**config.mk**
```make
export PLATFORM = sky130hd
export DESIGN_NAME = acflru_cell
export DESIGN_NICKNAME = d
export VERILOG_FILES = /design/src/rtl/acflru_pkg.sv /design/src/rtl/acflru_cell.sv
export SDC_FILE = /design/constraint.sdc
export NUM_CORES = 1
export LEC_CHECK = 0
export BUFFER_PORTS_ARGS = -buffer_cell sky130_fd_sc_hd__buf_2
export CAP_MARGIN = 0
export CORE_MARGIN = 8
export CORE_UTILIZATION = 32
export DETAILED_ROUTE_END_ITERATION = 8
export HOLD_SLACK_MARGIN = 0.1
export PLACE_DENSITY = 0.67
export SLEW_MARGIN = 25
export SYNTH_ARGS = -nofsm -noshare
export SYNTH_HDL_FRONTEND = slang
export SYNTH_SLANG_ARGS = --single-unit
export TNS_END_PERCENT = 10
```
**constraint.sdc**
```tcl
create_clock -name aclk -period 3.3 [get_ports aclk]
set_clock_uncertainty 0.05 [all_clocks]
set_input_delay 0.66 -clock aclk [delete_from_list [all_inputs] [get_ports aclk]]
set_output_delay 0.66 -clock aclk [all_outputs]
set_load 0.01 [all_outputs]
```
**src/rtl/acflru_pkg.sv**
```systemverilog
// shared constants, codes and types for the associative cache with fifo/lru replacement
package acflru_pkg;

    localparam int ENTRIES  = 128;
    localparam int SLOT_W   = $clog2(ENTRIES);
    localparam int KEY_BITS = 32;
    localparam int SIZE_W   = 32;
    localparam int STAMP_W  = 32;
    localparam int COUNT_W  = 8;
    localparam int CFG_W    = 8;

    localparam int IN_W   = KEY_BITS + 1 + SIZE_W;
    localparam int IN_TW  = ((IN_W + 7) / 8) * 8;
    localparam int OUT_W  = 2 + SLOT_W + SIZE_W + 1;
    localparam int OUT_TW = ((OUT_W + 7) / 8) * 8;

    localparam logic [1:0] POLICY_FIFO = 2'd1;
    localparam logic [1:0] POLICY_LRU  = 2'd2;

    localparam logic CFG_POLICY  = 1'b0;
    localparam logic CFG_ENTRIES = 1'b1;

    typedef enum logic [1:0] {
        ST_HIT        = 2'd0,
        ST_STORED     = 2'd1,
        ST_NOT_STORED = 2'd2,
        ST_NOT_FOUND  = 2'd3
    } status_t;

    typedef enum logic [1:0] {
        S_IDLE,
        S_SCAN,
        S_DELIVER
    } ctrl_state_t;

    typedef struct packed {
        logic                active;
        logic                found;
        logic [SLOT_W-1:0]   hit_idx;
        logic [SIZE_W-1:0]   hit_size;
        logic                have_victim;
        logic                victim_empty;
        logic [SLOT_W-1:0]   victim;
        logic [STAMP_W-1:0]  best;
        logic [SLOT_W-1:0]   fifo_slot;
        logic                fifo_valid;
    } scan_tok_t;

    typedef struct packed {
        logic                en;
        logic                set_entry;
        logic                set_stamp;
        logic [SLOT_W-1:0]   slot;
        logic [KEY_BITS-1:0] key;
        logic [SIZE_W-1:0]   size;
        logic [STAMP_W-1:0]  stamp;
    } wr_cmd_t;

    typedef struct packed {
        logic                evicted;
        logic [SIZE_W-1:0]   size_out;
        logic [SLOT_W-1:0]   slot;
        status_t             status;
    } result_t;

endpackage

```
**src/rtl/acflru_cell.sv**
```systemverilog
// one table slot: holds its entry and updates the scan transaction passing down the row
module acflru_cell (
    input  logic                          aclk,
    input  logic                          aresetn,
    input  logic [acflru_pkg::SLOT_W-1:0]   cell_idx,
    input  logic [acflru_pkg::COUNT_W-1:0]  slots_used,
    input  logic [acflru_pkg::KEY_BITS-1:0] req_key,
    input  acflru_pkg::wr_cmd_t             wr_cmd,
    input  acflru_pkg::scan_tok_t           tok_in,
    output acflru_pkg::scan_tok_t           tok_out
);
    import acflru_pkg::*;

    logic                valid_reg;
    logic [KEY_BITS-1:0] key_reg;
    logic [SIZE_W-1:0]   size_reg;
    logic [STAMP_W-1:0]  stamp_reg;
    scan_tok_t           tok_reg;
    scan_tok_t           tok_next;
    logic                in_use;
    logic                wr_hit;

    assign in_use = tok_in.active && (COUNT_W'(cell_idx) < slots_used);
    assign wr_hit = wr_cmd.en && (wr_cmd.slot == cell_idx);

    always_comb begin
        tok_next = tok_in;
        if (in_use) begin
            if (!valid_reg) begin
                tok_next.victim       = cell_idx;
                tok_next.victim_empty = 1'b1;
                tok_next.have_victim  = 1'b1;
            end else if (!tok_in.victim_empty &&
                         (!tok_in.have_victim || stamp_reg < tok_in.best)) begin
                tok_next.victim      = cell_idx;
                tok_next.best        = stamp_reg;
                tok_next.have_victim = 1'b1;
            end
            if (valid_reg && key_reg == req_key) begin
                tok_next.found    = 1'b1;
                tok_next.hit_idx  = cell_idx;
                tok_next.hit_size = size_reg;
            end
            if (tok_in.fifo_slot == cell_idx) begin
                tok_next.fifo_valid = valid_reg;
            end
        end
    end

    always_ff @(posedge aclk) begin
        if (!aresetn) begin
            tok_reg   <= '0;
            valid_reg <= 1'b0;
        end else begin
            tok_reg <= tok_next;
            if (wr_hit && wr_cmd.set_entry) begin
                valid_reg <= 1'b1;
            end
        end
    end

    always_ff @(posedge aclk) begin
        if (wr_hit && wr_cmd.set_entry) begin
            key_reg  <= wr_cmd.key;
            size_reg <= wr_cmd.size;
        end
        if (wr_hit && wr_cmd.set_stamp) begin
            stamp_reg <= wr_cmd.stamp;
        end
    end

    assign tok_out = tok_reg;

endmodule

```
==> out/metrics.yaml <==
dpl.hpwl_um: 17300
largest_reg_flops: 90
die_x_um: 172
path_delay_family: "compound AO/OA/AOI/OAI gates"
firstDrtPassIters: 4
yosysSeqAreaShare_pct: 60.5
cts_buffers: 17
grtUsageTotal_pct: 14.6
path_common_cell: "a211o_1"
fp.dieH_um: 172
die_area_um2: 29500
io_pins: 335
hold_buffers: 0
synth_flop_cell: "edfxtp_1"
maxSlewHeadroom_pct: 65.9
tns_ns: 0
drt_iter0_markers: 288
setup_ws_ns: 0.650
vdd_ir_drop_max_mv: 0.254
synthArstFlopShare_pct: 0
vias: 5719
tightest_slew_ns: 0.512
required_ns: 3.59
cts_sinks: 187
worst_hold_path.num_cells: 1
cts_resized: 0
htreeDepth: 4
worst-path-stages: 9
synthToLayoutAreaGrowth_pct: 34.1
clkLatencyLatePin_ns: 0.44
setup_viol: 0
critPathSlowestCell: "edfxtp_1"
max_stage_delay_ns: 0.41
yosys_warnings: 0
p_leak_nw: 4.57
clk_pin_slew_ns: 0.09
synth_area_um2: 7770
min_to: "key_reg[16]"
final_antenna_net_count: 0
cp_max_fo: 32
end_kind: "flop"
antenna_found_initial: 8
routedWlPerCell_um: 16.9
rr_worst_depth: 9
first_global_vias: 5979
cts_root_buffer: "clkbuf_16"
start_util_pct: 32.2
max-clock-path-buffers: 2
maxSlewViolCount: 0
drc: 0
viasPerCell: 4.38
fmax_ghz: 0.377
gr-total-overflow: 0
power_density_nw_per_um2: 487
synth_nets: 908
grt_pass1_wl_um: 32600
timing.rr.start: "stamp_reg[2]"
grt_setup_unrepaired: "false"
cts_tree: "done"
synth-seq-cells: 187
finalHoldViolCount: 0
hold_start: "wr_cmd[80]"
maxCapViolations: 0
path_class: "flop to flop"
outcome: "complete, no violations"
rrSetupSlack_ns: 0.65
regToRegEndpoint: "tok_out[33]"
fin_crit_ns: 2.65
synthCells: 626
port_buffers: 334
crit_arrival_ns: 2.94
synth.distinct_cells: 39
routed_wl_um: 22000
design.core.area_um2: 24100
place_congestion: 0.781
crit_path_start_kind: "flop"
path_buf_inv: 1
fin_nets: 1246
synth.avg_cell_area_um2: 12.4
drive_above_1_share_pct: 38.9
hp-class: "input port to flop"
finalCritPeriodShare_pct: 80.3
postCtsSetupRepairBufs: 0
grt_start_max_net_pins: 80
crit_chain: "ha_1 -> a211o_1 -> a31oi_1 -> o221ai_1 -> a211o_1 -> a211oi_2 -> and2_2 -> buf_12 -> mux2i_1"
rows: 57
synth_edf_count: 96
preCtsSetupSlack_ns: 0.296
==> placed cells by master, fill, tap and decap left out, drive strengths merged <==
cell type | netlist | routed
buf | 8 | 341
edfxtp | 96 | 96
dfxtp | 91 | 91
nand2 | 88 | 88
mux2i | 79 | 79
inv | 40 | 46
nor2b | 40 | 40
ha | 37 | 37
xnor2 | 32 | 32
clkbuf | 14 | 17
a21oi | 15 | 15
xor2 | 11 | 11
nor2 | 11 | 11
and2 | 11 | 11
nand4 | 10 | 10
o21ai | 8 | 8
clkinv | 0 | 6
nand3 | 5 | 5
diode | 0 | 4
nor4 | 4 | 4
o21a | 4 | 4
a211oi | 4 | 4
nor3 | 4 | 4
clkinvlp | 0 | 3
a211o | 2 | 2
a21o | 2 | 2
or3 | 1 | 1
or2b | 1 | 1
a31oi | 1 | 1
o221ai | 1 | 1
o2111ai | 1 | 1
nand2b | 1 | 1
a21bo | 1 | 1
a22oi | 1 | 1
o211ai | 1 | 1
a222oi | 1 | 1
==> synthesized netlist by cell type, types with 2 or more instances <==
cell,instances,area (µm²)
nor2_1,10,37.5
nor4_1,4,25.0
clkbuf_1,14,52.6
edfxtp_1,96,2880
xnor2_1,32,280
inv_1,40,150
mux2i_1,79,791
and2_1,11,68.8
nand3_1,5,25.0
buf_8,2,30.0
a211oi_1,3,22.5
a211o_1,2,17.5
nor3_1,3,15.0
dfxtp_1,91,1820
nor2b_1,40,250
a21o_1,2,15.0
ha_1,37,463
a21oi_1,15,75.1
nand4_1,10,62.6
o21ai_0,7,35.0
xor2_1,11,96.3
o21a_1,4,30.0
buf_6,5,56.3
nand2_1,88,330
==> cells by family after synthesis <==
group / count (synthesis) / share of synthesized area (%)
multiplexers: 79 / 10.2
flip-flops: 187 / 60.5
XOR/XNOR: 43 / 4.85
adder cells (fa/ha/maj): 37 / 5.96
AND/OR/NAND/NOR: 176 / 11.0
AO/OA/AOI/OAI: 42 / 3.49
buffers and inverters: 62 / 3.98
==> final cells by class <==
cell class,count,area (µm²)
fill,2348,13700
sequential,187,4700
multi-input combinational,377,2760
timing repair buffer,341,1790
clock buffer,17,425
tap,324,405
clock inverter,15,173
inverter,40,150
antenna,4,10.0
==> where the power goes <==
group	switching [W]	internal, W	leakage (nW)
combinational	0.000239	0.000247	2.67
sequential	0.0000187	0.00250	1.62
clock	0.00105	0.00103	0.282
==> worst reg2reg max path, cell delays in order, from the launching register on <==
cell	delay [ns]
edfxtp_1	0.41
ha_1	0.32
a211o_1	0.26
a31oi_1	0.15
o221ai_1	0.14
a211o_1	0.30
a211oi_2	0.23
and2_2	0.20
buf_12	0.24
mux2i_1	0.27
==> routing by layer <==
layer / global-route usage, % / routed length (µm)
met1: 16.7 / 8900
met3: 6.19 / 2250
met4: 5.73 / 489
met5: 0 / 54
met2: 23.8 / 10300
==> how the worst max path moves through the flow <==
stage                             end         start
after detailed placement  tok_out[33]   cell_idx[4]
after global placement    tok_out[34]   cell_idx[4]
after CTS                 tok_out[33]  stamp_reg[2]
after floorplan            key_reg[0]   cell_idx[3]
final                     tok_out[33]  stamp_reg[2]
after global routing      tok_out[33]  stamp_reg[2]
==> per-stage QoR <==
step,total power [W],std cells,instance area [µm²],hold slack (ns),utilization (%)
detailed placement,0.00307,1269,9810,0.441,40.7
floorplan,0.00279,626,7770,0.428,-
CTS,0.00515,1301,10400,0.322,43.2
finish,0.00508,1305,10400,0.342,43.2
global route,0.00529,1304,10400,0.312,43.2
global placement,0.00306,1269,9810,0.432,40.7
Power figures use the tool's default switching activity.
